## src/design/gid_ram.sv

```systemverilog
// ----------------------------------------------------------------------------
// gid_ram: generic single write, single read RAM
// One write port and one read port; read data is registered.
// ----------------------------------------------------------------------------
`default_nettype none

module gid_ram #(
  parameter int WIDTH = 8,
  parameter int DEPTH = 16
) (
  input  wire logic                     clk,
  input  wire logic                     wr_en,
  input  wire logic [$clog2(DEPTH)-1:0] wr_addr,
  input  wire logic [WIDTH-1:0]         wr_data,
  input  wire logic [$clog2(DEPTH)-1:0] rd_addr,
  output      logic [WIDTH-1:0]         rd_data
);

  logic [WIDTH-1:0] mem [DEPTH];
  logic [WIDTH-1:0] rd_data_r;

  always_ff @(posedge clk) begin
    if (wr_en) begin
      mem[wr_addr] <= wr_data;
    end
    rd_data_r <= mem[rd_addr];
  end

  assign rd_data = rd_data_r;

endmodule

`default_nettype wire

```

## config.mk

```make
export PLATFORM = sky130hd
export DESIGN_NAME = gid_ram
export DESIGN_NICKNAME = d
export VERILOG_FILES = /design/src/design/gid_ram.sv
export SDC_FILE = /design/constraint.sdc
export NUM_CORES = 1
export LEC_CHECK = 0
export BUFFER_PORTS_ARGS = -buffer_cell sky130_fd_sc_hd__buf_2
export CORE_MARGIN = 2
export CORE_UTILIZATION = 49
export CTS_CLUSTER_DIAMETER = 60
export DETAILED_ROUTE_END_ITERATION = 10
export PLACE_DENSITY_LB_ADDON = 0.12
export RECOVER_POWER = 50
export SYNTH_ARGS = -nofsm -noshare
export SYNTH_HDL_FRONTEND = slang
export SYNTH_SLANG_ARGS = --single-unit
```

## constraint.sdc

```tcl
create_clock -name clk -period 3.45 [get_ports clk]
set_input_delay 0.1725 -clock clk [delete_from_list [all_inputs] [get_ports clk]]
set_output_delay 0.1725 -clock clk [all_outputs]
set_load 0.01 [all_outputs]
```

==> impl_metrics.csv <==
group,metric,value,unit
run_status,outcome,"completed",
cts,cts_buffer_depth,2,
routing,wl,10020,um
cts,clkTransAtPathRegs,0.06,ns
logic_synthesis,synth_edf_count,128,
flow_run,maxCapViolations,0,
floorplan,die_h,106.5,um
worst_setup_path,critPathCaptureType,"register",
global_routing,use_met3,0.05702,
finish,multi_input_area,1057,um^2
cts,htreeDepth,4,
cts,cts_hold_buffers,0,
finish,seq_area,4004,um^2
logic_synthesis,synthTopCellsByArea,"edfxtp_1, mux4_2, mux4_1",
placement,gp_congestion,0.7309,
logic_synthesis,synth_warnings,0,
finish,drive_gt1_frac,0.2482,
floorplan,die_x,106.5,um
global_routing,grt_pass1_vias,2390,
finish,fill_cells,774,
worst_setup_path,crit_required,3.84,ns
routing,vias,2379,
timing,post-route-period-util,0.3920,
floorplan,die_area,11340,um^2
routing,drc,0,
worst_setup_path,critPathLaunchType,"primary input",
worst_setup_path,arrival,1.74,ns
finish,areaGrowthSynthToFinish,15.68,%
global_routing,grtUsageTotal,0.1929,
timing,timing.hold.ws,0.1662,ns
power,vdd_ir_drop_max,0.3541,mV
routing,wire_per_inst,23.97,um
finish,final_nets,287,
timing,grt_setup_unrepaired,"no",
timing,setup-tns-final,0,ns
routing,drt.antenna.violating_nets,0,
routing,drtPass1Iterations,6,
global_routing,grt_pass1_wl,14940,um
cts,cts_resized,0,
timing,finClkSkew,0.01364,ns
routing,avgViaCountPerCell,5.691,
global_routing,antenna_found_initial,0,
finish,diodes,0,
logic_synthesis,avgSynthCellArea,22.48,um^2
global_routing,grt_use_met2,0.2981,
global_routing,grt_use_met1,0.2670,
logic_synthesis,synth_top_area_frac,0.7467,
timing,fmax,739.4,MHz
logic_synthesis,synth_most_common_cell,"edfxtp_1",
placement,portBuffers,25,
placement,dp_slack,1.549,ns
logic_synthesis,ys_ff_latch,136,
placement,dp_hpwl,6211,um
timing,hold_viol,0,
cts,cts_root_buffer,"clkbuf_8",
logic_synthesis,ys_types,19,
global_routing,busiest_layer,"met2",
worst_setup_path,critPathKind,"primary input to register",
floorplan,rows,37,
logic_synthesis,synth_commonest_cells,"edfxtp_1, mux4_2, a22oi_1",
timing,min_period,1.352,ns
routing,drtIter0Drc,145,
logic_synthesis,async_reset_ff_frac,0,
cts,clkSinkCount,136,
timing,slew_headroom,0.2340,
cts,cts_tree,"yes",
logic_synthesis,synth_cells,229,
timing,worstMarginPinSlew,1.145,ns
timing,fin_ws,2.098,ns
floorplan,ios,26,
cts,cts_buffers,17,
timing,finalMaxSlewViolations,0,
power,powerDensity,626.1,nW/um^2
min_path,hp-class,"primary input to register",
power,power.leakage,0.001970,uW
finish,final_util,0.5794,
logic_synthesis,synth.cell_area,5147,um^2
cts,clock_latency,0.52,ns
global_routing,grt_overflow,0,
logic_synthesis,yosys.area.top_type,"edfxtp_1",
logic_synthesis,ys_seq_area_frac,0.7778,
cts,cts_setup_buffers,0,
floorplan,core_area,10280,um^2
global_routing,grt_max_degree,33,
worst_setup_path,critPathMaxFanout,13,
floorplan,start_util,0.5009,
logic_synthesis,synth_ff_type,"edfxtp_1",
timing,setup_violations,0,
logic_synthesis,synth_nets,247,
routing by layer:
layer	part of all wire	vias up
met5	0	-
met4	0.0055	0
met3	0.058	4
met2	0.49	75
met1	0.44	1243
li1	-	1057
area by class of cell:
type	count	share of cell area
Clock inverter	13	0.02458
Timing Repair Buffer	31	0.02606
Clock buffer	19	0.07081
Sequential cell	136	0.6724
Multi-Input combinational cell	83	0.1776
Tap cell	136	0.02858
sequential cells by signal (all words and copies together) (netlist names):
signal   cells
rd_data      8
mem        128
layout by cell type, fill, tap and decap left out, types with 2 or more instances in the layout:
master,n
a22oi_1,16
buf_2,16
buf_4,5
bufinv_16,2
clkbuf_1,12
clkbuf_16,16
clkinv_2,2
clkinv_4,3
clkinvlp_4,2
dfxtp_1,8
edfxtp_1,128
inv_6,4
mux4_1,14
mux4_2,18
nand2_1,9
nand2b_1,2
nand3b_1,2
nor2_1,13
nor3_1,4
final timing paths:
| path | startpoint | to | slack, ns | depth (start not counted) |
|---|---|---|---|---|
| max | rd_addr[0] | rd_data[5]$_DFF_P_ | 2.10 | 5 |
| min | wr_data[4] | mem[6][4]$_DFFE_PP_ | 0.17 | 1 |
| max reg2reg | mem[10][5]$_DFFE_PP_ | rd_data[5]$_DFF_P_ | 2.14 | 3 |
| min reg2reg | mem[15][4]$_DFFE_PP_ | rd_data[4]$_DFF_P_ | 0.68 | 3 |
cells by family after synthesis:
group,after synthesis,synth area share
flip-flops,136,0.7778
multiplexers,32,0.1502
AO/OA/AOI/OAI,16,0.02334
AND/OR/NAND/NOR,35,0.03184
buffers and inverters,10,0.01677
report_power, final:
group / switching (uW) / internal, uW / leakage, uW
registers: 10.6 / 1850 / 0.00122
clock network: 667 / 1040 / 0.000274
logic: 99.9 / 66.4 / 0.000472
through the flow:
step | power [uW] | cell area (um^2) | cells
2_1_floorplan | 1988 | 5147 | 229
6_report | 3728 | 5954 | 418
3_3_place_gp | 2060 | 5401 | 386
3_5_place_dp | 2063 | 5401 | 386
5_1_grt | 3850 | 5954 | 418
4_1_cts | 3759 | 5969 | 418
critical path, cell delays in order:
cell and delay [ns]:
buf_2 0.32, buf_4 0.34, mux4_1 0.59, a22oi_1 0.21, nand2_1 0.12
Power figures use the tool's default switching activity.
