$ cat src/design/gid_pkg.sv
// ----------------------------------------------------------------------------
// gid_pkg: shared types and constants for the group number assigner
// Word layouts of both channels, field widths, hash constant and defaults.
// ----------------------------------------------------------------------------
`default_nettype none

package gid_pkg;

  // field widths of the channel words
  localparam int GID_KEY_FIELD_W = 64;
  localparam int GID_ID_W        = 10;
  localparam int GID_COUNT_W     = 11;

  // defaults for the top level parameters
  localparam int GID_CAPACITY    = 1024;
  localparam int GID_KEY_WIDTH   = 64;

  // width of the table generation mark kept with every slot
  localparam int GID_EPOCH_W     = 4;

  // multiplicative hash constant
  localparam logic [63:0] GID_HASH_MULT = 64'h9E37_79B9_7F4A_7C15;

  typedef struct packed {
    logic [GID_KEY_FIELD_W-1:0] key;
    logic                       first_row;
  } gid_in_t;

  typedef struct packed {
    logic [GID_ID_W-1:0]    grp_num;
    logic                   new_group;
    logic                   overflow;
    logic [GID_COUNT_W-1:0] group_count;
  } gid_out_t;

endpackage

`default_nettype wire

$ cat src/design/gid_hash.sv
// ----------------------------------------------------------------------------
// gid_hash: home slot of a key
// One shared 32x32 multiplier builds bits 63:32 of key * constant in three
// partial products; the same multiplier then forms a reciprocal quotient
// estimate, and one compare-subtract finishes the reduction modulo CAPACITY
// (skipped when CAPACITY is a power of two).
// ----------------------------------------------------------------------------
`default_nettype none

module gid_hash
  import gid_pkg::*;
#(
  parameter int CAPACITY = GID_CAPACITY
) (
  input  wire logic                        clk,
  input  wire logic                        rst_n,
  input  wire logic                        start,
  input  wire logic [GID_KEY_FIELD_W-1:0]  key,
  output      logic                        done,
  output      logic [$clog2(CAPACITY)-1:0] slot
);

  localparam int  SLOT_W  = $clog2(CAPACITY);
  localparam bit  IS_POW2 = (CAPACITY & (CAPACITY - 1)) == 0;
  localparam logic [SLOT_W:0] CAP_V = (SLOT_W+1)'(CAPACITY);
  localparam logic [31:0]     RECIP = 32'((64'd1 << 32) / CAPACITY);
  localparam logic [31:0]     CAP_M = 32'(CAPACITY);

  typedef enum logic [3:0] {
    H_IDLE = 4'b0001,
    H_MUL  = 4'b0010,
    H_MOD  = 4'b0100,
    H_DONE = 4'b1000
  } hstate_t;

  hstate_t                    state_r, state_nxt;
  logic [1:0]                 step_r, step_nxt;
  logic [31:0]                acc_r, acc_nxt;
  logic [63:0]                prod_r, prod_nxt;
  logic [63:0]                key_r, key_nxt;
  logic [SLOT_W-1:0]          slot_r, slot_nxt;

  logic [31:0]                mul_a, mul_b;
  logic [SLOT_W:0]            rem_raw;
  logic [SLOT_W-1:0]          rem_fix;

  // operand select for the shared multiplier
  always_comb begin
    if (state_r == H_MOD) begin
      mul_a = (step_r == 2'd0) ? acc_r : prod_r[63:32];
      mul_b = (step_r == 2'd0) ? RECIP : CAP_M;
    end else begin
      mul_a = (step_r == 2'd1) ? key_r[63:32] : key_r[31:0];
      mul_b = (step_r == 2'd2) ? GID_HASH_MULT[63:32] : GID_HASH_MULT[31:0];
    end
  end

  // quotient estimate is low by at most one: one final subtract
  assign rem_raw = acc_r[SLOT_W:0];
  assign rem_fix = (rem_raw >= CAP_V) ? SLOT_W'(rem_raw - CAP_V) : rem_raw[SLOT_W-1:0];

  always_comb begin
    state_nxt = state_r;
    step_nxt  = step_r;
    acc_nxt   = acc_r;
    prod_nxt  = prod_r;
    key_nxt   = key_r;
    slot_nxt  = slot_r;
    unique case (state_r)
      H_IDLE: begin
        if (start) begin
          key_nxt   = key;
          step_nxt  = 2'd0;
          acc_nxt   = '0;
          state_nxt = H_MUL;
        end
      end
      H_MUL: begin
        // product of step n is folded into acc in step n+1
        prod_nxt = mul_a * mul_b;
        step_nxt = step_r + 2'd1;
        case (step_r)
          2'd1:    acc_nxt = prod_r[63:32];
          2'd2:    acc_nxt = acc_r + prod_r[31:0];
          2'd3:    acc_nxt = acc_r + prod_r[31:0];
          default: acc_nxt = acc_r;
        endcase
        if (step_r == 2'd3) begin
          step_nxt  = 2'd0;
          state_nxt = H_MOD;
        end
      end
      H_MOD: begin
        if (IS_POW2) begin
          slot_nxt  = acc_r[SLOT_W-1:0];
          state_nxt = H_DONE;
        end else begin
          // h * recip, then quotient * CAPACITY, then h minus that
          prod_nxt = mul_a * mul_b;
          step_nxt = step_r + 2'd1;
          case (step_r)
            2'd2:    acc_nxt = acc_r - prod_r[31:0];
            2'd3: begin
              slot_nxt  = rem_fix;
              state_nxt = H_DONE;
            end
            default: acc_nxt = acc_r;
          endcase
        end
      end
      H_DONE: begin
        state_nxt = H_IDLE;
      end
      default: begin
        state_nxt = H_IDLE;
      end
    endcase
  end

  always_ff @(posedge clk) begin
    if (!rst_n) begin
      state_r <= H_IDLE;
    end else begin
      state_r <= state_nxt;
    end
    step_r <= step_nxt;
    acc_r  <= acc_nxt;
    prod_r <= prod_nxt;
    key_r  <= key_nxt;
    slot_r <= slot_nxt;
  end

  assign done = (state_r == H_DONE);
  assign slot = slot_r;

endmodule

`default_nettype wire

$ cat config.mk
export PLATFORM = sky130hd
export DESIGN_NAME = gid_hash
export DESIGN_NICKNAME = d
export VERILOG_FILES = /design/src/design/gid_pkg.sv /design/src/design/gid_hash.sv
export SDC_FILE = /design/constraint.sdc
export NUM_CORES = 2
export LEC_CHECK = 0
export BUFFER_PORTS_ARGS = -buffer_cell sky130_fd_sc_hd__clkbuf_2
export CORE_MARGIN = 2
export CORE_UTILIZATION = 70
export DETAILED_ROUTE_END_ITERATION = 10
export PLACE_DENSITY = 0.95
export SLEW_MARGIN = 20
export SYNTH_ARGS = -nofsm -noshare
export SYNTH_HDL_FRONTEND = slang
export SYNTH_SLANG_ARGS = --single-unit
export TNS_END_PERCENT = 100
$ cat constraint.sdc
create_clock -name clk -period 23.5 [get_ports clk]
set_input_delay 2.35 -clock clk [delete_from_list [all_inputs] [get_ports clk]]
set_output_delay 2.35 -clock clk [all_outputs]
set_load 0.01 [all_outputs]
==> results.sh <==
export IMPL_tightest_slew_ps=1220
export IMPL_whs_path_depth=0
export IMPL_ys_async_sr_fraction=0
export IMPL_gp_congestion=1.10
export IMPL_max_freq_mhz=90.5
export IMPL_yosysWarnings=0
export IMPL_ant_nets=0
export IMPL_grt_max_degree=50
export IMPL_initial_core_util=0.704
export IMPL_slowest_stage="ha_2"
export IMPL_die_h_um=228
export IMPL_period_share=0.470
export IMPL_insertion_delay_ps=520
export IMPL_grt_pass1_vias=28600
export IMPL_r2r_cells=30
export IMPL_num_vias=26800
export IMPL_ys_seq_area_frac=0.149
export IMPL_cts_resized=0
export IMPL_io_pins=78
export IMPL_max_slew_margin=0.178
export IMPL_portBuffers=77
export IMPL_cp_required_ps=23770
export IMPL_cts_max_path_buffers=2
export IMPL_finalClockSkew_ps=18.0
export IMPL_yosys_register_bits=176
export IMPL_drive_above_1_share=0.0573
export IMPL_timing_critical_path_buf_inv=8
export IMPL_core_area_um2=49900
export IMPL_endpoint_kind="flip-flop"
export IMPL_fin_setup_tns_ps=0
export IMPL_slowest_delay_ps=820
export IMPL_outcome="finished, final reports clean"
export IMPL_fin_nets=4724
export IMPL_slew_violations=0
export IMPL_cts_sinks=176
export IMPL_critPathKind="reg2reg"
export IMPL_area_growth_pct=5.17
export IMPL_min_period_ps=11050
export IMPL_synth_cells=3528
export IMPL_critPathLaunchType="flip-flop"
export IMPL_antenna_found_initial=1
export IMPL_synth_fp_nets=4686
export IMPL_numCtsBuffers=17
export IMPL_grt_overflow=0
export IMPL_max_cap_viol_count=0
export IMPL_post_drt_wl_per_cell_um=27.9
export IMPL_clk_pin_slew_ps=80
export IMPL_drc_errors=0
export IMPL_cts_tree="done"
export IMPL_clock_root_buffer="clkbuf_16"
export IMPL_avgViaCountPerCell=6.31
export IMPL_yosysUniqueCellTypes=69
export IMPL_hold_buffers=0
export IMPL_final_common_cell="inv_1"
export IMPL_cp_num_cells=30
export IMPL_num_rows=82
export IMPL_cts_htree_levels=4
export IMPL_avgSynthCellArea_um2=9.96
export IMPL_grt_setup_unrepaired="false"
export IMPL_ys_flop_type="edfxtp_1"
export IMPL_arrival_ps=11320
export IMPL_dp_hpwl_um=100000
export IMPL_drtIter0Drc=3187
export IMPL_drt_total_wl_um=119000
export IMPL_hold_violations=0
export IMPL_synth_edf_count=172
export IMPL_cts_setup_buffers=0
export IMPL_grtUsageTotal=0.476
export IMPL_finalSetupViolations=0
export IMPL_dr_pass1_iters=8
export IMPL_critPathTopFamily="adder cells"
export IMPL_grt_pass1_wl_um=178000
export IMPL_fp_dieW_um=228
export IMPL_dieArea_um2=52000
export IMPL_hold_path_class="reg2reg"
export IMPL_n_antenna_cell=0
export IMPL_syn_area_um2=35100
export IMPL_critical_path_peak_fanout=21
export IMPL_layout_common_cells="inv_1 (853), fa_1 (637), ha_1 (451)"
stage by stage:
| stage | cell area [um^2] | setup WS (ps) | utilization | hold slack, ps | instances |
|---|---|---|---|---|---|
| 2_1_floorplan | 35100 | 14200 | - | 451 | 3528 |
| 3_3_place_gp | 36300 | 12700 | 0.728 | 500 | 4219 |
| 3_5_place_dp | 36300 | 12620 | 0.728 | 493 | 4219 |
| 4_1_cts | 36900 | 12600 | 0.741 | 511 | 4251 |
| 5_1_grt | 36900 | 12190 | 0.741 | 523 | 4251 |
| 6_report | 36900 | 12450 | 0.741 | 510 | 4251 |
worst paths after layout:
check | start | endpoint | slack [ps]
min | acc_r[7] | slot[7] | 510
max reg2reg | step_r[1] | prod_r[52] | 12450
max | step_r[1] | prod_r[52] | 12450
min reg2reg | acc_r[7] | slot[7] | 510
synthesized netlist by cell type (4+ instances only):
master / count / area share
inv_1: 855 / 0.091
fa_1: 637 / 0.36
ha_1: 454 / 0.16
nand2_1: 216 / 0.023
nor2_1: 206 / 0.022
edfxtp_1: 172 / 0.15
a21oi_1: 147 / 0.021
xnor2_1: 124 / 0.031
o21ai_0: 106 / 0.015
clkbuf_1: 80 / 0.0085
a21o_1: 66 / 0.014
xor2_1: 53 / 0.013
mux2i_1: 50 / 0.014
o21bai_1: 29 / 0.0062
or3_1: 24 / 0.0043
mux2_2: 23 / 0.0074
nand3_1: 22 / 0.0031
nand4_1: 20 / 0.0036
a211oi_1: 18 / 0.0038
nor3_1: 18 / 0.0026
buf_1: 17 / 0.0018
nand2b_1: 17 / 0.0030
a31oi_1: 15 / 0.0027
or2_2: 15 / 0.0027
o211ai_1: 14 / 0.0030
and3_1: 13 / 0.0023
and2_1: 12 / 0.0021
a21boi_0: 9 / 0.0019
o21a_1: 8 / 0.0017
o31ai_1: 8 / 0.0017
maj3_1: 7 / 0.0020
a211o_1: 5 / 0.0012
nor4_1: 5 / 0.00089
o31a_1: 5 / 0.0012
a32o_1: 4 / 0.0011
dfxtp_1: 4 / 0.0023
nor2b_1: 4 / 0.00071
kinds of logic after synthesis:
kind of cell               synth area share
muxes                                0.0216
buffers and inverters                 0.102
and+or+nand+nor                      0.0731
DFF                                   0.149
xor gates and xnor gates             0.0441
adders and majority gates             0.527
AOI/OAI and AO/OA                    0.0829
layout make-up:
type                    instances  area (um^2)
multi-input cells            2397        26300
well taps                     672          841
fillers                      3559        12900
clock inverters                15          203
repair buffers                117          686
flip-flops and latches        176         5250
clock buffers                  17          425
inverters                     857         3220
per-layer routing:
layer	track usage	up-vias	routed length, um
li1	-	11200	-
met3	0.116	609	11900
met5	0	-	0
met1	0.560	13200	39500
met4	0.416	0	13900
met2	0.736	1821	53400
worst register-to-register path, delay by kind of cell, from the launching register on:
kind,cells,cell delay [ps]
XOR/XNOR,1,170
AO/OA/AOI/OAI,5,2000
flip-flops,1,500
multiplexers,1,780
buffers and inverters,8,1260
adder cells (fa/ha/maj),10,5000
AND/OR/NAND/NOR,5,1110
registers in the layout, summed over array words and instances, names as in the netlist:
| register | flops |
|---|---|
| acc_r | 32 |
| key_r | 64 |
| step_r | 2 |
| slot | 10 |
| state_r | 4 |
| prod_r | 64 |
Power is not shown: default switching activity piles up to over one toggle a cycle in this logic, so the estimate is an artifact.
